===== config.mk =====
export PLATFORM = sky130hd
export DESIGN_NAME = kwm_front
export DESIGN_NICKNAME = d
export VERILOG_FILES = /design/src/kwm_pkg.sv /design/src/kwm_front.sv
export SDC_FILE = /design/constraint.sdc
export NUM_CORES = 1
export LEC_CHECK = 0
export ABC_AREA = 1
export BUFFER_PORTS_ARGS = -buffer_cell sky130_fd_sc_hd__buf_2
export CAP_MARGIN = 20
export CORE_MARGIN = 4
export CORE_UTILIZATION = 36
export CTS_BUF_LIST = sky130_fd_sc_hd__clkbuf_16
export CTS_CLUSTER_DIAMETER = 150
export DETAILED_ROUTE_END_ITERATION = 8
export PLACE_DENSITY = 0.75
export REMOVE_ABC_BUFFERS = 1
export SLEW_MARGIN = 20
export SYNTH_ARGS = -nofsm -noshare
export SYNTH_HDL_FRONTEND = slang
export SYNTH_SLANG_ARGS = --single-unit
export TNS_END_PERCENT = 5

===== constraint.sdc =====
create_clock -name clk -period 2.79 [get_ports clk]
set_clock_uncertainty 0.05 [all_clocks]
set_input_delay 0.279 -clock clk [delete_from_list [all_inputs] [get_ports clk]]
set_output_delay 0.279 -clock clk [all_outputs]
set_load 0.05 [all_outputs]

===== src/kwm_pkg.sv =====
// ----------------------------------------------------------------------------
// K-way sorted merge package
// Shared sizes, payload words, internal operation words and codes.
// ----------------------------------------------------------------------------
package kwm_pkg;

  // Number of sorted lists and the capacity of each one.
  localparam int LISTS = 8;
  localparam int DEPTH = 64;

  localparam int LIST_W   = $clog2(LISTS);
  localparam int PTR_W    = (DEPTH > 2) ? $clog2(DEPTH) : 1;
  localparam int CNT_W    = $clog2(DEPTH + 1);
  localparam int MEM_WORDS = LISTS * DEPTH;
  localparam int ADDR_W   = $clog2(MEM_WORDS);
  localparam int TOT_W    = $clog2(MEM_WORDS + 1);
  localparam int LEAVES   = 1 << LIST_W;

  // Operation queue between front and back; a power of two so pointers wrap.
  localparam int QUEUE_DEPTH = 2;
  localparam int QPTR_W      = $clog2(QUEUE_DEPTH);
  localparam int QCNT_W      = $clog2(QUEUE_DEPTH + 1);

  typedef enum logic [1:0] {
    ST_APPENDED = 2'd0,
    ST_POPPED   = 2'd1,
    ST_DROPPED  = 2'd2,
    ST_EMPTY    = 2'd3
  } status_t;

  typedef enum logic [1:0] {
    OP_APPEND,
    OP_REJECT,
    OP_POP
  } op_kind_t;

  typedef enum logic {
    BK_IDLE,
    BK_REFILL
  } back_state_t;

  typedef struct packed {
    logic               command;
    logic [2:0]         list_id;
    logic signed [31:0] value;
  } cmd_t;

  typedef struct packed {
    logic signed [31:0] value_out;
    status_t            status;
    logic [9:0]         remaining;
  } rsp_t;

  typedef struct packed {
    op_kind_t           kind;
    logic [LIST_W-1:0]  idx;
    logic signed [31:0] value;
  } op_t;

endpackage


===== src/kwm_front.sv =====
// ----------------------------------------------------------------------------
// K-way merge front end
// Accepts command words and classifies them into append, reject or pop.
// ----------------------------------------------------------------------------
module kwm_front (
  input  logic          clk,
  input  logic          rst,
  input  logic          cmd_valid,
  output logic          cmd_ready,
  input  kwm_pkg::cmd_t cmd,
  output logic          op_valid,
  input  logic          op_ready,
  output kwm_pkg::op_t  op
);

  logic         fr_valid;
  kwm_pkg::op_t fr_op;
  kwm_pkg::op_t op_next;

  // A list number past the last list can never be stored, so it is turned
  // into a reject here and the back end never indexes with it.
  always_comb begin
    op_next.idx   = kwm_pkg::LIST_W'(cmd.list_id);
    op_next.value = cmd.value;
    if (cmd.command) begin
      op_next.kind = kwm_pkg::OP_POP;
    end else if (32'(cmd.list_id) < kwm_pkg::LISTS) begin
      op_next.kind = kwm_pkg::OP_APPEND;
    end else begin
      op_next.kind = kwm_pkg::OP_REJECT;
    end
  end

  assign cmd_ready = !fr_valid || op_ready;
  assign op_valid  = fr_valid;
  assign op        = fr_op;

  always_ff @(posedge clk) begin
    if (rst) begin
      fr_valid <= 1'b0;
    end else if (cmd_ready) begin
      fr_valid <= cmd_valid;
    end
  end

  always_ff @(posedge clk) begin
    if (cmd_valid && cmd_ready) begin
      fr_op <= op_next;
    end
  end

endmodule


Word-level counts from Yosys, hierarchy flattened --
Index checks and enable logic that the tools add are counted. W data, S select, Z words.
Word-level totals: output and inout port bits 39, bits of input ports 40, word-level logic and storage cells 8, bits in registers 38
Cells by class: muxes and demuxes 1, reductions and logical operators 3
Operators by type and width (number):
- $mux W2 | 1
- $logic_and A1 B1 Y1 | 1
- $logic_not A1 Y1 | 1
- $logic_or A1 B1 Y1 | 1

Depth between registers and ports, before layout --
Gate-level depths: netlist of run 1.
depth in word-level cells 3, gate-level depth with buffers 3

Least setup slack after synthesis of run 1 --
OpenSTA, ideal clock, no wires.
path type register to register, start reg fr_valid (netlist: op_valid), end reg fr_op, in the netlist op[0], enable pin, cell stages (with the launch flop) 2, required time 2.299 ns, path slack -0.063 ns, period minus slack after synthesis 2.853 ns, arrival time 2.362 ns, path buffers 0, setup time 0.441 ns, cell sequence dfxtp_1 -> a21oi_1
On the way: word-level cells in the longest chain between the ends 3
Ends and longest elaborated chain:
- start: declaration | RTL line kwm_front.sv:16 | logic fr_valid;
- start signal: assignment | RTL line kwm_front.sv:42 | fr_valid <= cmd_valid;
- $logic_not A1 Y1 | RTL line kwm_front.sv:34 | assign cmd_ready = !fr_valid || op_ready;
- $logic_or A1 B1 Y1 | RTL line kwm_front.sv:34
- $logic_and A1 B1 Y1 | RTL line kwm_front.sv:47 | if (cmd_valid && cmd_ready) begin
- end signal: assignment | RTL line kwm_front.sv:48 | fr_op <= op_next;
- end: declaration | RTL line kwm_front.sv:17 | kwm_pkg::op_t fr_op;
No other way between the ends. A chain may end at the register's enable or synchronous reset.

Final worst setup path of run 1 --
start reg fr_valid (netlist: op_valid), end out cmd_ready
On the way: word-level cells in the longest chain between the ends 2
Ends and longest elaborated chain:
- $logic_not A1 Y1 | RTL line kwm_front.sv:34
- $logic_or A1 B1 Y1 | RTL line kwm_front.sv:34
- end: declaration | RTL line kwm_front.sv:9 | output logic cmd_ready,
No other way between the ends.

==> results of run 1 <==
area by class of cell:
cell class | count | area (um2)
timing repair buffer | 78 | 392.9
clock inverter | 3 | 13.76
clock buffer | 5 | 125.1
inverter | 2 | 7.507
fill | 261 | 1323
tap | 44 | 55.05
sequential | 37 | 1101
multi-input combinational | 4 | 35.03
Yosys cell counts:
| cell type | number | area (um2) |
|---|---|---|
| edfxtp_1 | 36 | 1081 |
| a21oi_1 | 1 | 5.000 |
| a21oi_2 | 1 | 8.760 |
| buf_4 | 1 | 7.510 |
| conb_1 | 1 | 3.750 |
| dfxtp_1 | 1 | 20.02 |
| inv_1 | 1 | 3.750 |
| inv_2 | 1 | 3.750 |
| nand2_2 | 1 | 6.260 |
report_power, final:
group | internal [mW] | switching, mW | total (mW)
logic | 0.0425 | 0.147 | 0.190
clock network | 0.323 | 0.187 | 0.510
registers | 0.649 | 0.00815 | 0.657
critical path, delay by kind of cell (launching register included):
kind | cells | cell delay (ps)
flops | 1 | 410
buf+inv | 1 | 210
simple gates | 1 | 90
layer usage:
layer / GRT usage [%] / vias up / part of all wire, %
met2: 18.17 / 55 / 48
met1: 10.79 / 330 / 34
li1: - / 334 / -
met5: 0 / - / 0
met4: 5.541 / 0 / 0.97
met3: 8.787 / 2 / 17
state kept, by name (all words and copies together) (netlist names):
signal	cells
op	36
op_valid	1
how the worst max path moves through the flow:
stage          startpoint         to  slack (ps)  depth (start not counted)
2_1_floorplan    op_valid      op[0]         -60                          1
3_3_place_gp    cmd_valid     op[34]        1470                          4
3_5_place_dp    cmd_valid     op[24]        1430                          4
4_1_cts          op_valid      op[1]        1460                          2
5_1_grt          op_valid      op[7]        1400                          2
6_report         op_valid  cmd_ready        1470                          2
kinds of logic (layout without fill, tap and decap cells):
family	after synthesis	in the layout	synth area share, %
AND/OR/NAND/NOR	1	1	0.5492
AO/OA/AOI/OAI	2	2	1.207
other	1	1	0.3290
buffers and inverters	3	88	1.317
flip-flops	37	37	96.60
stage by stage:
stage,instance area [um2],utilization (%),hold slack (ps),setup WS [ps],cells
floorplan,1132,-,291.4,-63.01,43
global placement,1592,52.13,390.3,1471,165
finish,1730,56.68,113.6,1474,173
detailed placement,1592,52.13,393.6,1428,165
global route,1730,56.68,101.7,1399,173
CTS,1730,56.68,109.0,1460,173
==> results by stage, run 1 <==
Worst hold path:
- The class of the worst hold path is in2reg.
- The instance count along the most critical hold path is 2.
- The worst-case hold path end point is op_valid.
- The startpoint identified for the worst hold timing path is rst.

Global route:
- The first-pass GRT wire length is 3450 um.
- The all-layer global routing usage is 11.47%.
- The number of global-route vias before repair is 781.
- The initial antenna violation count came to 0.
- The maximum number of pins on one net before global-route repair is 37.
- For this run the aggregate overflow at the end of global routing stands at 0.

CTS:
- After clock tree synthesis, the clock-pin slew on the worst setup and hold paths is 50 ps.
- The buffer levels on the longest clock path is 2.
- CTS built an H-tree with a depth of 2.
- The CTS tree is built.
- The library cell used as clock root buffer is clkbuf_16.
- In this run, CTS created clock tree buffers numbering 5.
- Buffers added to address setup during post-CTS repair amount to 0.
- Clock tree synthesis found a total of 37 sinks.
- The number of buffers added to fix hold violations after cts is 0.
- The clock reaches the later pin of the worst-skew pair after 270 ps.
- Post-CTS repair changed the size of 0 cells.

Floorplanning:
- The die area is 0.004131 mm2.
- The number of placement rows is 20.
- Measured along the y axis, the die boundary spans 64.27 um.
- The number of ports placed on the die boundary is 79.
- The floorplan step defined a core boundary enclosing 0.003053 mm2.
- The die is 64.27 um wide.
- The initial core utilization is 37.34%.

STA:
- The total negative slack is 0 ps.
- The time the final worst path needs with I/O delays and setup is 1316 ps.
- The final max-slew violation count was 0.
- Setup repair after global routing left no endpoint under its margin.
- The maximum frequency from static timing analysis is 759.8 MHz.
- The number of hold violations in the final report is 0.
- The final number of setup-violating endpoints is 0.
- The share of the clock period used by the worst path is 47.17%.

Worst setup path:
- The setup slack of the most critical reg-to-reg path is 1480 ps.
- At the worst endpoint, the required time is 2460 ps.
- The kind of capture point of the worst setup path is an output pin.
- The worst register-to-register path ends at op[3].
- In this design, the stage delay of the slowest critical-path cell is 410 ps.
- The arrival time at the worst endpoint is 990 ps.
- The launch instance of the worst register-to-register path is op_valid.
- Walking the worst path, the cells encountered are nand2_2 > buf_2.
- For the worst flop-to-flop path, the logic depth is 2.
- The library cell contributing the largest single delay on the critical path is dfxtp_1.
- The critical path is of the reg2out type.
- STA classifies the critical path startpoint as a register.
- Of all nets on the critical path, the largest fanout is 3.

Route:
- The via density per instance is 4.168.
- The initial DRC count is 12.
- Summed over all layers, the routed wires come to 2162 um.
- The detailed-routing iteration count for the pre-antenna-repair pass is 4.
- The number of nets with antenna violations after routing is 0.
- For this block, the via count after detailed routing is 721.
- In the final routed layout, each cell accounts on average for 12.50 um.
- For this run, design rule violations remaining after detail routing come to 0.

Cells and area:
- The fraction of layout instances using a drive strength above 1 is 68.99%.
- The library cell used most frequently in the layout, excluding fill and tap cells, is buf_2.
- The layout-stage area growth over the synthesis result is 51.81%.
- In the layout the commonest cells are buf_2 (77), edfxtp_1 (36), clkbuf_16 (5).
- The count of inserted antenna diode cells is 0.
- The net count of the finished layout is 168.

Logic synthesis:
- Summing every instance area after synthesis gives 0.001140 mm2.
- The share of the Yosys chip area taken by registers is 96.60%.
- The number of storage elements in the synthesis netlist is 37.
- The unique cell type count in the Yosys netlist is 9.
- After synthesis, the mean cell area works out to 25.91 um2.
- The number of cells produced by synthesis is 44.
- The warning count from the yosys run is 0.

Power:
- The power density of the placed cells is 784.2 mW/mm2.
- The leakage power figure is 0.7583 nW.
- The largest vdd supply drop is 0.3464 mV.
- Summing internal, switching and leakage power gives 1.357 mW.

Place:
- The placed wire-length estimate is 1659 um.
- The congestion estimate from routability-driven global placement came to 0.6594.
- Buffers placed on the I/O ports in this run total 77.

Run status:
- The flow ran to the end, and the final reports show no timing, DRC or antenna violations.

Run:
- Max-cap violations in this run came to 0.
No activity file was read; power rests on OpenSTA's default activity.
==> run 2, diff against run 1 <==
==> constraint.sdc (replaced) <==
create_clock -name clk -period 1.1 [get_ports clk]
set_clock_uncertainty 0.05 [all_clocks]
set_input_delay 0.11 -clock clk [delete_from_list [all_inputs] [get_ports clk]]
set_output_delay 0.11 -clock clk [all_outputs]
set_load 0.05 [all_outputs]
==> results by stage, run 2 (same netlist as run 1, synthesis figures left out) <==
Route:
- The number of nets with antenna violations after routing was 0 (unchanged).
- The average wire per standard cell was 16.11 um (was 12.50 um).
- The number of vias after detailed routing is 889 (was 721).
- The via density per instance came to 4.174 (was 4.168).
- The detailed-routing iteration count for the pre-antenna-repair pass came to 4 (unchanged).
- The final routed wirelength across all metal layers is 3432 um (was 2162 um).
- The remaining routing DRC violations was 0 (unchanged).
- The initial DRC count was 22 (was 12).

Power:
- The power share of the sequential group came to 46.5% (was 48.5%).
- The power density of the placed cells is 1654 mW/mm2 (was 784.2 mW/mm2).
- The leakage power figure was 0.9488 nW (was 0.7583 nW).
- The internal power consumption was 2.680 mW (was 1.015 mW).
- The final total power is 3.594 mW (was 1.357 mW).
- The proportion of power drawn by the clock network came to 35.8% (was 37.6%).
- The switching power of the nets was 0.9143 mW (was 0.3419 mW).
- The combinational fraction of design power is 17.7% (was 14.0%).
- The switching fraction of total power is 25.44% (was 25.19%).
- The largest vdd supply drop came to 1.105 mV (was 0.3464 mV).

Floorplanning:
- The die area is 0.004131 mm2 (unchanged).
- The number of ports placed on the die boundary is 79 (unchanged).
- The initial core utilization is 37.34% (unchanged).
- The die extent in y came to 64.27 um (unchanged).
- The width of the die is 64.27 um (unchanged).
- The placeable core area is 0.003053 mm2 (unchanged).
- The number of placement rows was 20 (unchanged).

Global route:
- The all-layer global routing usage is 17.70% (was 11.47%).
- The initial antenna violation count came to 0 (unchanged).
- The number of global-route vias before repair is 1,052 (was 781).
- The total congestion overflow after global routing was 0 (unchanged).
- The first-pass GRT wire length was 5202 um (was 3450 um).
- The maximum number of pins on one net before global-route repair was 20 (was 37).

STA:
- The number of hold violations in the final report is 0 (unchanged).
- The post-route worst setup slack is -16.63 ps (was 1474 ps).
- The final hold slack was 159.5 ps (was 113.6 ps).
- The final max-slew violation count is 0 (unchanged).
- In the finished design, the share of the clock period the worst path needs comes to 101.5%.
- The time the final worst path needs with I/O delays and setup is 1117 ps.
- Unrepaired setup endpoints after global routing: yes (was no).
- The final number of setup-violating endpoints is 25 (was 0).
- The maximum frequency from static timing analysis is 895.5 MHz.

Cells and area:
- The final net count was 208 (was 168).
- The number of flip-flops under the largest register name is 36 (unchanged).
- The area taken by flip-flops and latches is 0.001105 mm2 (was 0.001101 mm2).
- The combined area of the multi-input logic cells is 40.04 um2 (was 35.03 um2).
- The fraction of layout instances using a drive strength above 1 is 53.85% (was 68.99%).
- The most common cell after layout, fill and taps aside is buf_2 (unchanged).
- The layout-stage area growth over the synthesis result was 90.67% (was 51.81%).
- The count of inserted antenna diode cells is 0 (unchanged).
- Commonest cells after routing, fill and taps aside: buf_2 (74), dlygate4sd3_1 (37), edfxtp_1 (36) (was buf_2 (77), edfxtp_1 (36), clkbuf_16 (5)).
- The final cell count without fillers is 213 (was 173).
- The filler cell count in the final layout was 215 (was 261).

CTS:
- The CTS tree was built (unchanged).
- The clock-pin slew on the worst setup and hold paths is 50 ps (about the same).
- The buffer levels on the longest clock path is 2 (unchanged).
- The number of clock sinks was 37 (unchanged).
- The total clock buffers created by CTS came to 5 (unchanged).
- The clock latency reported for the late side of the worst-skew pair is 270 ps (about the same).
- The library cell used as clock root buffer is clkbuf_16 (unchanged).
- The number of levels the H-tree was split into is 2 (unchanged).

Worst setup path:
- The critical path class is reg2reg (was reg2out).
- The required arrival time at the worst endpoint is 1020 ps (was 2460 ps).
- The timing endpoint of the critical path is op[24] (was cmd_ready).
- The biggest fanout along the worst timing path came to 19 (was 3).
- The terminus of the critical flop-to-flop path is op[24] (was op[3]).
- The arrival time at the worst endpoint came to 1040 ps (was 990 ps).
- The launch instance of the worst register-to-register path is op_valid (unchanged).
- The logic depth of the worst register-to-register path is 2 (unchanged).
- The kind of capture point of the worst setup path was a register (was output pin).
- The setup slack of the most critical reg-to-reg path is -20 ps (was 1480 ps).
- The startpoint of the worst setup timing path is op_valid (unchanged).
- The launching element type of the critical path is a register (unchanged).

Run status:
- The checks that failed: negative setup slack.
- Outcome: finished, violations left (was complete, no violations).

Place:
- The worst slack at placement is -1.933 ps (was 1428 ps).
- The number of placed instances, taps included is 167 (was 165).
- The routability-driven placement congestion ratio came to 0.6671 (was 0.6594).
- The number of I/O port buffers was 77 (unchanged).

Worst hold path:
- The class of the worst hold path is in2reg (unchanged).

Run:
- The count of maximum capacitance violations came to 0 (unchanged).
run 2: layer usage:
metal,vias up,global-route usage [%],wire length (um)
li1,416,-,-
met1,404,17.09,1230
met2,62,32.22,1750
met3,7,8.612,409
met4,0,6.332,41
met5,-,0,0
run 2: repair_timing:
item | CTS | global route
endpoints found under the hold margin | 37 | 0
gates resized for setup | 8 | 1
buffers inserted | 0 | 1
hold buffers | 37 | 0
endpoints found under the setup margin | 21 | 22
pin swaps | 2 | 0
run 2: how the worst min path moves through the flow:
stage	startpoint	endpoint	slack, ps	cells past startpoint
finish	cmd_valid	op_valid	160	3
global route	cmd_valid	op_valid	150	3
CTS	op_ready	op_valid	80	4
detailed placement	rst	op_valid	230	2
global placement	rst	op_valid	220	2
floorplan	rst	op_valid	120	1
run 2: power by group through the flow:
stage,Combinational [mW],Sequential [mW],Clock [mW]
2_1_floorplan,0.0440,1.98,0
3_5_place_dp,0.511,1.69,0
4_1_cts,0.621,1.67,1.28
6_report,0.638,1.67,1.29
3_3_place_gp,0.503,1.69,0
5_1_grt,0.665,1.68,1.38
run 2: final cells by class:
cell class | instances | share of cell area [%]
clock buffers | 5 | 5.757
clock inverters | 3 | 0.5181
inverters | 2 | 0.3454
multi-input cells | 4 | 1.842
flip-flops and latches | 37 | 50.83
well taps | 44 | 2.533
repair buffers | 118 | 38.17
run 2: stage by stage:
| step | utilization, % | instance area, um2 | setup TNS [ps] |
|---|---|---|---|
| finish | 71.19 | 2173 | -209.3 |
| global route | 71.19 | 2173 | -1027 |
| CTS | 70.86 | 2163 | -7.046 |
| detailed placement | 53.44 | 1632 | -21.39 |
| global placement | 53.44 | 1632 | 0 |
| floorplan | - | 1132 | -63260 |
run 2: critical path, cell delays in order (launching register included):
cell     delay, ps
dfxtp_4        360
a21oi_4        210
buf_12         200
