**src/kwm_pkg.sv**
```systemverilog
// ----------------------------------------------------------------------------
// K-way sorted merge package
// Shared sizes, payload words, internal operation words and codes.
// ----------------------------------------------------------------------------
package kwm_pkg;

  // Number of sorted lists and the capacity of each one.
  localparam int LISTS = 8;
  localparam int DEPTH = 64;

  localparam int LIST_W   = $clog2(LISTS);
  localparam int PTR_W    = (DEPTH > 2) ? $clog2(DEPTH) : 1;
  localparam int CNT_W    = $clog2(DEPTH + 1);
  localparam int MEM_WORDS = LISTS * DEPTH;
  localparam int ADDR_W   = $clog2(MEM_WORDS);
  localparam int TOT_W    = $clog2(MEM_WORDS + 1);
  localparam int LEAVES   = 1 << LIST_W;

  // Operation queue between front and back; a power of two so pointers wrap.
  localparam int QUEUE_DEPTH = 2;
  localparam int QPTR_W      = $clog2(QUEUE_DEPTH);
  localparam int QCNT_W      = $clog2(QUEUE_DEPTH + 1);

  typedef enum logic [1:0] {
    ST_APPENDED = 2'd0,
    ST_POPPED   = 2'd1,
    ST_DROPPED  = 2'd2,
    ST_EMPTY    = 2'd3
  } status_t;

  typedef enum logic [1:0] {
    OP_APPEND,
    OP_REJECT,
    OP_POP
  } op_kind_t;

  typedef enum logic {
    BK_IDLE,
    BK_REFILL
  } back_state_t;

  typedef struct packed {
    logic               command;
    logic [2:0]         list_id;
    logic signed [31:0] value;
  } cmd_t;

  typedef struct packed {
    logic signed [31:0] value_out;
    status_t            status;
    logic [9:0]         remaining;
  } rsp_t;

  typedef struct packed {
    op_kind_t           kind;
    logic [LIST_W-1:0]  idx;
    logic signed [31:0] value;
  } op_t;

endpackage

```
**src/kwm_queue.sv**
```systemverilog
// ----------------------------------------------------------------------------
// K-way merge operation queue
// Short FIFO of classified operations between the front and back ends.
// ----------------------------------------------------------------------------
module kwm_queue (
  input  logic         clk,
  input  logic         rst,
  input  logic         push_valid,
  output logic         push_ready,
  input  kwm_pkg::op_t push_op,
  output logic         pop_valid,
  input  logic         pop_ready,
  output kwm_pkg::op_t pop_op
);

  kwm_pkg::op_t                slots [kwm_pkg::QUEUE_DEPTH];
  logic [kwm_pkg::QPTR_W-1:0] wr_ptr;
  logic [kwm_pkg::QPTR_W-1:0] rd_ptr;
  logic [kwm_pkg::QCNT_W-1:0] fill;
  logic                        push;
  logic                        pop;

  assign push_ready = fill != kwm_pkg::QCNT_W'(kwm_pkg::QUEUE_DEPTH);
  assign pop_valid  = fill != '0;
  assign pop_op     = slots[rd_ptr];
  assign push       = push_valid && push_ready;
  assign pop        = pop_valid && pop_ready;

  always_ff @(posedge clk) begin
    if (rst) begin
      wr_ptr <= '0;
      rd_ptr <= '0;
      fill   <= '0;
    end else begin
      if (push) begin
        wr_ptr <= wr_ptr + 1'b1;
      end
      if (pop) begin
        rd_ptr <= rd_ptr + 1'b1;
      end
      if (push && !pop) begin
        fill <= fill + 1'b1;
      end else if (pop && !push) begin
        fill <= fill - 1'b1;
      end
    end
  end

  always_ff @(posedge clk) begin
    if (push) begin
      slots[wr_ptr] <= push_op;
    end
  end

endmodule

```
**config.mk**
```make
export PLATFORM = sky130hd
export DESIGN_NAME = kwm_queue
export DESIGN_NICKNAME = d
export VERILOG_FILES = /design/src/kwm_pkg.sv /design/src/kwm_queue.sv
export SDC_FILE = /design/constraint.sdc
export NUM_CORES = 1
export LEC_CHECK = 0
export BUFFER_PORTS_ARGS = -buffer_cell sky130_fd_sc_hd__buf_2
export CORE_MARGIN = 2
export CORE_UTILIZATION = 45
export DETAILED_ROUTE_END_ITERATION = 8
export MAX_ROUTING_LAYER = met4
export PLACE_DENSITY = 0.74
export RECOVER_POWER = 50
export SYNTH_ARGS = -nofsm -noshare
export SYNTH_HDL_FRONTEND = slang
export SYNTH_SLANG_ARGS = --single-unit
```
**constraint.sdc**
```tcl
create_clock -name clk -period 2.25 [get_ports clk]
set_input_delay 0.225 -clock clk [delete_from_list [all_inputs] [get_ports clk]]
set_output_delay 0.225 -clock clk [all_outputs]
set_load 0.01 [all_outputs]
```
# Yosys cells after proc, flatten, opt, wreduce, memory -nomap -nowiden
# Memories as Yosys holds them, arrays and structs flattened. A register that Yosys moved wholly into a read port is not among the register bits.
# Cells that the tools add are included.
[word_totals] register_bits=4 latch_bits=0 ramBits=74 rom_bits=0 in_bits=41 output_inout_bits=39 word_cells=23 n_memories=1
[op_classes] addsub=4 multipliers=0 n_div=0 magnitude_cmp=0 n_eq_ne=1 n_shift=0 mux=6 bitwise=0 reduce_logical=8
[mem_list] memory="slots" depth=2 word_bits=37 read_ports=1 rd_clocked_by_memory_dff=1 wr=1 line="kwm_queue.sv:16" rtl="kwm_pkg::op_t slots [kwm_pkg::QUEUE_DEPTH];"
[op_table] op="logical AND 1 bit" count=4
[op_table] op="2-to-1 mux 1 bit" count=4
[op_table] op="2-to-1 mux 2 bit" count=2
[op_table] op="nonzero test 2 bit" count=2
[op_table] op="adder 1 bit (second input constant)" count=2
[op_table] op="adder 2 x 1 -> 2 bit (second input constant)" count=1
[op_table] op="logical NOT 1 bit" count=2
[op_table] op="!= test 2 bit (second input constant)" count=1
[op_table] op="subtractor 2 x 1 -> 2 bit (second input constant)" count=1

# Depth between registers and ports, before layout
# Gate-level depths: netlist of run 1.
[depth] depth_word=6 ltp_mapped=6 depth_no_buf=6

# Worst setup path after synthesis of run 1
# Ideal clock, no wire load.
[synth_timing] path_type="register -> register" startpoint="register fill[0] (netlist name)" endpoint="memory slots[1][0] (netlist name) (enable)" setup_ns=0.398 arrival_time_ns=1.584 required_time_ns=1.852 slack_ns=0.268 stages_incl_launch_ff=3 n_path_buf=0 synth_period_minus_slack_ns=1.982 path_cell_list="dfxtp_1 > nand2b_1 > and3_1"
[synth_via] elab_chain_len=4
[synth_lines] item="start: declaration" line="kwm_queue.sv:19" rtl="logic [kwm_pkg::QCNT_W-1:0] fill;"
[synth_lines] item="start signal: assignment" line="kwm_queue.sv:42" rtl="fill <= fill + 1'b1;"
[synth_lines] item="start signal: assignment" line="kwm_queue.sv:44" rtl="fill <= fill - 1'b1;"
[synth_lines] item="!= test 2 bit" line="kwm_queue.sv:23" rtl="assign push_ready = fill != kwm_pkg::QCNT_W'(kwm_pkg::QUEUE_DEPTH);"
[synth_lines] item="named net push_ready" line="kwm_queue.sv:9" rtl="output logic push_ready,"
[synth_lines] item="logical AND 1 bit" line="kwm_queue.sv:26" rtl="assign push = push_valid && push_ready;"
[synth_lines] item="2-to-1 mux 1 bit" line="kwm_queue.sv:50" rtl="if (push) begin"
[synth_lines] item="2-to-1 mux 1 bit (implied by the code)" line="kwm_queue.sv:51" rtl="slots[wr_ptr] <= push_op;"
[synth_lines] item="end: declaration" line="kwm_queue.sv:16"
# The timed path passes the listed nets, and every way through them passes these cells.

==> results of run 1 <==
[Yosys cell counts (all sizes together)]
library cell | instances | share of area [%]
a21bo | 1 | 0.35
a21oi | 2 | 0.35
and2 | 1 | 0.22
and3 | 1 | 0.22
buf | 4 | 0.95
dfxtp | 5 | 3.5
edfxtp | 74 | 77
ha | 1 | 0.43
inv | 1 | 0.13
mux2 | 37 | 14
nand2b | 1 | 0.22
nand3b | 1 | 0.26
nor2 | 3 | 0.39
o21ai | 2 | 0.35
or2 | 1 | 0.22
or3 | 1 | 0.22
xor2 | 3 | 0.91
[routing by layer]
metal	wire length [microns]	vias to the layer above	track usage, %
met5	0	-	-
met3	221	6	3.56
met1	2000	723	17.2
met4	79	0	9.24
li1	-	726	-
met2	2470	54	22.8
[path summary, 6_finish.rpt]
| kind | cells after the start | from | slack (ps) | endpoint |
|---|---|---|---|---|
| worst min register to register | 2 | rd_ptr$_SDFFE_PP0P_ | 510 | flip-flop |
| worst max register to register | 3 | fill[0]$_SDFFE_PP0P_ | 400 | slots[1][16]$_DFFE_PP_ |
| worst max-delay path | 3 | flip-flop | 380 | pop_op[35] |
| worst min-delay path | 1 | push_op[1] | 70 | slots[0][1]$_DFFE_PP_ |
[cell usage in the layout, fill, tap and decap left out, types with 2 or more instances in the layout]
cell / n
a21oi_1: 2
clkbuf_1: 28
buf_2: 53
edfxtp_1: 74
xor2_1: 3
clkinv_2: 2
dfxtp_1: 4
buf_12: 2
nor2_1: 3
mux2_2: 37
o21ai_0: 2
clkinvlp_4: 2
clkbuf_8: 9
[logic make-up after synthesis]
family	count (synthesis)
multiplexers	37
AO/OA/AOI/OAI	5
flip-flops	79
buffers and inverters	5
adder cells (fa/ha/maj)	1
AND/OR/NAND/NOR	9
XOR/XNOR	3
[power groups by stage]
| stage | clock, uW | sequential, uW | combinational, uW |
|---|---|---|---|
| 2_1_floorplan | 0 | 1910 | 654 |
| 3_3_place_gp | 0 | 1950 | 976 |
| 3_5_place_dp | 0 | 1970 | 983 |
| 4_1_cts | 898 | 1930 | 991 |
| 5_1_grt | 953 | 1950 | 1040 |
| 6_report | 869 | 1930 | 957 |
[registers in the layout (all words and copies together), names as in the netlist, named ones only]
| register | count |
|---|---|
| rd_ptr | 1 |
| wr_ptr | 1 |
| slots | 74 |
| fill | 2 |
[final cells by class]
class	instances	area, sq um
well taps	77	96.3
flip-flops and latches	79	2320
clock inverters	6	37.5
clock buffers	10	128
fillers	525	2740
repair buffers	83	414
multi-input cells	55	536
inverters	1	3.75
[through the flow]
| stage | hold slack [ps] | instance area [sq um] | utilization [%] |
|---|---|---|---|
| floorplan | 294 | 2890 | - |
| global placement | 414 | 3410 | 54.3 |
| detailed placement | 418 | 3410 | 54.3 |
| CTS | 51.4 | 3580 | 57.0 |
| global route | 51.1 | 3540 | 56.4 |
| finish | 71.2 | 3540 | 56.4 |
==> flow_summary.json, run 1 <==
{
  "clk_latency_ps": 330,
  "synth_top_family_by_area": "multiplexers",
  "yosysSeqAreaShare_pct": 80.4,
  "synth-adder-area-share_pct": 0.433,
  "gr-total-overflow": 0,
  "viasPerCell": 4.85,
  "drive_above_1_share_pct": 47.0,
  "gp_congestion": 0.740,
  "cts.repair.resized": 0,
  "p_seq_share_pct": 51.4,
  "area_growth_pct": 22.5,
  "ys_ff_latch": 79,
  "placementRows": 29,
  "htreeDepth": 3,
  "ir_drop_mv": 0.683,
  "drc": 0,
  "grt_usage_pct": 14.7,
  "synth-compound-area-share_pct": 1.04,
  "fin_skew_ps": 5.86,
  "post-place-cells": 295,
  "fin_crit_sh_pct": 82.9,
  "timing.fmax_mhz": 536,
  "ys_types": 18,
  "vias": 1509,
  "p_sw_uw": 1050,
  "setup.worst_path.start_class": "flip-flop",
  "tightest_slew_ps": 748,
  "fin_total_pwr_uw": 3760,
  "syn-num-nets": 181,
  "portBuffers": 79,
  "endpoint_kind": "output port",
  "fin_cells": 311,
  "worstPathCellList": "buf_12 -> mux2_2 -> buf_2",
  "powerDensity_nw_per_um2": 1060,
  "drv_slew": 0,
  "wirelength_microns": 4770,
  "clkTransAtPathRegs_ps": 80,
  "grt_pass1_vias": 1524,
  "final_nets": 271,
  "ant_nets": 0,
  "initial_core_util_pct": 46.0,
  "die_y_microns": 84.1,
  "crit_required_ps": 2030,
  "dr.pass1.iters": 4,
  "clockBufferDepth": 2,
  "cts_made_buffers": 9,
  "swShare_pct": 27.9,
  "leakage_uw": 0.00127,
  "dieArea_sq_um": 7080,
  "critPathMaxFanout": 23,
  "cp_slowest_cell": "dfxtp_2",
  "min_period_ps": 1870,
  "syn_area_per_cell_sq_um": 20.8,
  "cts_tree": "done",
  "fin_setup_tns_ps": 0,
  "setup_ws_ps": 385,
  "hold_viol_final": 0,
  "hpwl_microns": 3300,
  "synth_mux_area_share_pct": 14.4,
  "rsz0062_at_grt": "false",
  "hold_path.class": "primary input to flip-flop",
  "outcome": "finished clean",
  "cpPeakStageDelay_ps": 570,
  "synth-xor-area-share_pct": 0.909,
  "cts_hold_buf": 0,
  "netlist_area_sq_um": 2890,
  "cap_violations": 0,
  "postCtsSetupBuffers": 0,
  "timing.slew.headroom_pct": 50.1,
  "syn_inst": 139,
  "core_sq_um": 6280,
  "place_ws_ps": 640,
  "critical_path_class": "flip-flop to output port",
  "grt_pass1_wl_microns": 7400,
  "antenna_found_initial": 0,
  "p_clk_share_pct": 23.1,
  "combinationalPowerShare_pct": 25.5,
  "internal_power_uw": 2710,
  "wl_per_cell_microns": 15.3,
  "crit_arrival_ps": 1640,
  "synthSimpleGateAreaFrac_pct": 1.73,
  "setup_viol": 0,
  "cts-root-buf": "clkbuf_8",
  "drtIter0Drc": 82,
  "pin_count": 80,
  "antenna_cells": 0,
  "path_delay_family": "flip-flops",
  "critPathBufInv": 2,
  "clock_sinks": 79,
  "yosys_warnings": 0,
  "grt_max_degree": 29,
  "die_w_microns": 84.1
}
No activity file was read; power rests on OpenSTA's default activity.
==> inputs of run 2 (changes only) <==
ABC_AREA = 1   (was default)
clock period = 1.95 ns   (was 2.25 ns; I/O delays follow)
==> run 2 against run 1 <==
Against the previous run:
- utilization fell by 0.92 points
- final cell count rose by 5.8%
- first-iteration DRC count rose by 32%
- critical path type is now flip-flop to flip-flop
- via count rose by 5.8%
- critical path depth rose by 2
- sequential cell count did not move
==> flow_summary.json, run 2 <==
{
  "pin_count": 80,
  "fin_skew_ps": 7.64,
  "cp-startpoint": "fill[0]$_SDFFE_PP0P_",
  "swShare_pct": 27.1,
  "cp_slowest_cell": "clkbuf_1",
  "drv_slew": 0,
  "p_sw_uw": 1240,
  "leakage_uw": 0.00143,
  "regMostFlops": "slots",
  "synth_edf_count": 74,
  "yosys_warnings": 0,
  "tightest_slew_ps": 612,
  "worstPathCellList": "inv_1 -> nand2_1 -> nand2_1 -> nor2_4 -> clkbuf_1",
  "min_period_ps": 1650,
  "setup_viol": 0,
  "synth_top_area_share_pct": 72.6,
  "die_y_microns": 86.5,
  "rsz0062_at_grt": "false",
  "die_w_microns": 86.5,
  "synth_top_area_cell": "edfxtp_1",
  "timing.fmax_mhz": 607,
  "setup_ws_ps": 303,
  "netlist_area_sq_um": 3060,
  "grt_usage_pct": 13.7,
  "fin_crit_sh_pct": 84.4,
  "ir_drop_mv": 0.794,
  "antenna_found_initial": 0,
  "p_seq_share_pct": 48.6,
  "path_common_cell": "nand2_1",
  "final_nets": 286,
  "ant_nets": 0,
  "grt_pass1_wl_microns": 7410,
  "powerDensity_nw_per_um2": 1230,
  "wirelength_microns": 4820,
  "cap_violations": 0,
  "syn_inst": 152,
  "internal_power_uw": 3320,
  "largest_reg_flops": 74,
  "viasPerCell": 4.85,
  "ys_ff_latch": 79,
  "drc": 0,
  "ys_types": 14,
  "critPathMaxFanout": 10,
  "cts_made_buffers": 9,
  "cts_hold_buf": 0,
  "portBuffers": 79,
  "synth_ff_type": "edfxtp_1",
  "initial_core_util_pct": 45.8,
  "wl_per_cell_microns": 14.6,
  "grt_max_degree": 28,
  "clkTransAtPathRegs_ps": 80,
  "ys_top_cells_by_count": "edfxtp_1, mux2_4, nand2_1",
  "area_growth_pct": 21.0,
  "cts-root-buf": "clkbuf_8",
  "antenna_cells": 0,
  "critical_path_class": "flip-flop to flip-flop",
  "vias": 1596,
  "dieArea_sq_um": 7480,
  "core_sq_um": 6680,
  "placementRows": 30,
  "cpPeakStageDelay_ps": 480,
  "drive_above_1_share_pct": 45.0,
  "hold_viol_final": 0,
  "hpwl_microns": 3300,
  "outcome": "finished clean",
  "place_ws_ps": 400,
  "setup.worst_path.start_class": "flip-flop",
  "cts.repair.resized": 0,
  "clockBufferDepth": 2,
  "post-synth-top-count-cell": "edfxtp_1",
  "timing.slew.headroom_pct": 59.2,
  "dr.pass1.iters": 4,
  "grt_pass1_vias": 1542,
  "hold_path.class": "primary input to flip-flop",
  "final_cell_mix": "edfxtp_1, buf_2, mux2_4",
  "crit_required_ps": 1910,
  "gp_congestion": 0.697,
  "combinationalPowerShare_pct": 27.0,
  "clk_latency_ps": 340,
  "final_common_cell": "edfxtp_1",
  "postCtsSetupBuffers": 0,
  "rr_startpoint": "fill[0]$_SDFFE_PP0P_",
  "crit_arrival_ps": 1610,
  "clock_sinks": 79,
  "p_clk_share_pct": 24.4,
  "netlist_top_cells_area": "edfxtp_1, mux2_4, dfxtp_1, mux2_2, buf_12",
  "htreeDepth": 3,
  "hp-start": "push_op[1]",
  "fin_total_pwr_uw": 4560,
  "reg_top3": "slots: 74 flops, fill: 2 flops",
  "endpoint_kind": "flip-flop",
  "gr-total-overflow": 0,
  "syn-num-nets": 194,
  "yosysSeqAreaShare_pct": 75.8,
  "cts_tree": "done",
  "syn_area_per_cell_sq_um": 20.1,
  "async_flop_share_pct": 0,
  "drtIter0Drc": 108
}
[run 2: cell type report]
cell class / instances / area (sq um)
fill: 565 / 2980
sequential: 79 / 2320
multi-input combinational: 61 / 653
timing repair buffer: 85 / 418
clock buffer: 11 / 131
tap: 80 / 100
clock inverter: 5 / 48.8
inverter: 8 / 30.0
[run 2: path summary, 6_finish.rpt]
check	end	slack (ps)	depth (start not counted)
max	slots[1][9]$_DFFE_PP_	300	5
min	slots[1][1]$_DFFE_PP_	40	1
max reg2reg	slots[1][9]$_DFFE_PP_	300	5
min reg2reg	rd_ptr$_SDFFE_PP0P_	510	2
[run 2: logic make-up (layout without fill, tap and decap cells)]
logic type | Yosys count | count (layout) | share of synthesized area, %
compound gates | 4 | 4 | 0.654
fa+ha+maj | 1 | 1 | 0.409
buf+inv | 12 | 109 | 3.31
flops | 79 | 79 | 75.8
mux | 37 | 37 | 17.3
simple gates | 19 | 19 | 2.49
[run 2: metrics by stage]
stage	setup TNS, ps	hold slack (ps)	instance area [sq um]	util [%]	instances
floorplan	-4260	294	3070	-	152
global placement	0	384	3560	53.3	313
detailed placement	0	387	3560	53.3	313
CTS	0	26.9	3740	56.0	329
global route	0	19.3	3700	55.4	329
finish	0	42.0	3700	55.4	329
[run 2: worst max-delay path: cells and delay by family, from the launching register on]
family,cells,cell delay [ps]
simple gates,3,370
flops,1,330
buf+inv,2,560
[run 2: routing by layer]
layer / vias to the layer above / routed length [microns] / track usage (%) / share of wire [%]
li1: 754 / - / - / -
met5: - / 0 / - / 0
met4: 0 / 73 / 4.69 / 1.5
met2: 53 / 2510 / 22.2 / 52
met3: 10 / 318 / 5.52 / 6.6
met1: 779 / 1910 / 15.7 / 40
[run 2: power groups by stage]
stage	Sequential (uW)	Combinational [uW]	Clock (uW)
CTS	2220	1280	1150
finish	2210	1230	1110
floorplan	2230	908	0
global placement	2240	1250	0
global route	2240	1350	1220
detailed placement	2250	1280	0
==> inputs of run 3 (changes only) <==
PLACE_DENSITY = 0.76   (was 0.74)
clock period = 1.3 ns   (was 1.95 ns; I/O delays follow)
==> run 3 against run 2 <==
Against the previous run:
- clock skew increased by 2.5 ps
- clock-buffer cell count decreased by 2
- global-route usage increased by 4.2 points
- the run now ends with negative setup slack left
- first-iteration DRC count decreased by 13%
- critical path type is now flip-flop to output port
- critical path depth decreased by 1
- cell area increased by 26%
==> flow_summary.json, run 3 (synthesis gave the netlist of run 2 again) <==
{
  "largest_reg_flops": 74,
  "grt_usage_pct": 17.9,
  "core_sq_um": 6680,
  "gp_congestion": 0.716,
  "p_clk_share_pct": 27.1,
  "grt_max_degree": 21,
  "vias": 1778,
  "clk_latency_ps": 340,
  "placementRows": 30,
  "clock_sinks": 79,
  "crit_required_ps": 1170,
  "setup_viol": 115,
  "hold_path.class": "primary input to flip-flop",
  "final_common_cell": "edfxtp_1",
  "area_growth_pct": 51.9,
  "cts_tree": "done",
  "initial_core_util_pct": 45.8,
  "grt_pass1_vias": 1958,
  "internal_power_uw": 6430,
  "fin_cells": 376,
  "rsz0062_at_grt": "true",
  "die_w_microns": 86.5,
  "fin_crit_sh_pct": 120,
  "powerDensity_nw_per_um2": 1860,
  "pin_count": 80,
  "leakage_uw": 0.00181,
  "viasPerCell": 4.73,
  "endpoint_kind": "output port",
  "dr.pass1.iters": 4,
  "timing.slew.headroom_pct": 86.1,
  "final_cell_mix": "edfxtp_1, buf_6, mux2_4, dlygate4sd3_1, clkbuf_1",
  "final_util_pct": 69.6,
  "antenna_cells": 0,
  "drc": 0,
  "gr-total-overflow": 0,
  "hpwl_microns": 3430,
  "setup_ws_ps": -257,
  "critPathMaxFanout": 6,
  "clkTransAtPathRegs_ps": 80,
  "fin_skew_ps": 10.2,
  "tightest_slew_ps": 207,
  "cts_made_buffers": 9,
  "cts-root-buf": "clkbuf_8",
  "reg_top3": "slots: 74 flops, fill: 2 flops",
  "wl_per_cell_microns": 16.3,
  "htreeDepth": 3,
  "fin_setup_tns_ps": -17590,
  "drtIter0Drc": 94,
  "violations": "negative setup slack",
  "final_nets": 333,
  "hold_viol_final": 0,
  "wirelength_microns": 6120,
  "grt_pass1_wl_microns": 9420,
  "p_seq_share_pct": 38.9,
  "clockBufferDepth": 2,
  "swShare_pct": 25.6,
  "setup.worst_path.start_class": "flip-flop",
  "ant_nets": 0,
  "crit_arrival_ps": 1430,
  "cap_violations": 0,
  "critical_path_class": "flip-flop to output port",
  "outcome": "finished with violations",
  "p_sw_uw": 2220,
  "timing.fmax_mhz": 642,
  "drive_above_1_share_pct": 44.6,
  "min_period_ps": 1560,
  "antenna_found_initial": 0,
  "drv_slew": 0,
  "portBuffers": 79,
  "combinationalPowerShare_pct": 34.0,
  "post-place-cells": 314,
  "regMostFlops": "slots",
  "die_y_microns": 86.5,
  "ir_drop_mv": 1.19,
  "dieArea_sq_um": 7480
}
==> run 3: area by class of cell <==
type                       count  area [sq um]
fill                         433          2030
inverter                       8          31.3
multi-input combinational     61           709
tap                           80           100
timing repair buffer         132          1210
sequential                    79          2330
clock buffer                   9           124
clock inverter                 7           144
==> run 3: through the flow <==
step	worst slack (ps)	hold slack (ps)	area [sq um]	power (uW)
2_1_floorplan	-209	229	3090	4760
3_3_place_gp	14.3	317	3650	5410
3_5_place_dp	-54.2	322	3650	5470
4_1_cts	-279	44.6	4720	8790
5_1_grt	-327	67.3	4650	9020
6_report	-257	61.7	4650	8650
==> run 3: final timing paths <==
check / endpoint / slack (ps) / from / depth (start not counted)
setup reg to reg: slots[0][33]$_DFFE_PP_ / -150 / fill[0]$_SDFFE_PP0P_ / 5
hold reg to reg: rd_ptr$_SDFFE_PP0P_ / 510 / rd_ptr$_SDFFE_PP0P_ / 2
setup / recovery: pop_op[25] / -260 / flip-flop / 4
hold / removal: fill[1]$_SDFFE_PP0P_ / 60 / rst / 4
==> run 3: timing repair <==
action	CTS	global route
endpoints found under the hold margin	74	0
pin swaps	0	1
buffers inserted	5	2
hold buffers	37	0
gates cloned	4	0
endpoints found under the setup margin	39	40
resized for setup	54	6
==> run 3: worst max-delay path, stage by stage (launching register included) <==
cell and delay (ps):
dfxtp_4 390, buf_6 140, buf_16 130, mux2_4 300, buf_6 120
==> run 3: per-layer routing <==
metal  track usage, %  wire length, microns
met1             18.4                  2370
met3             3.52                   177
met5                -                     0
met4             9.52                   148
met2             32.2                  3430
==> run 3: power by group through the flow <==
stage	registers [uW]	clock network, uW	logic, uW
after CTS	3360	2410	3020
after floorplan	3360	0	1400
after global placement	3370	0	2040
after detailed placement	3400	0	2070
final	3360	2340	2940
after global routing	3400	2490	3130
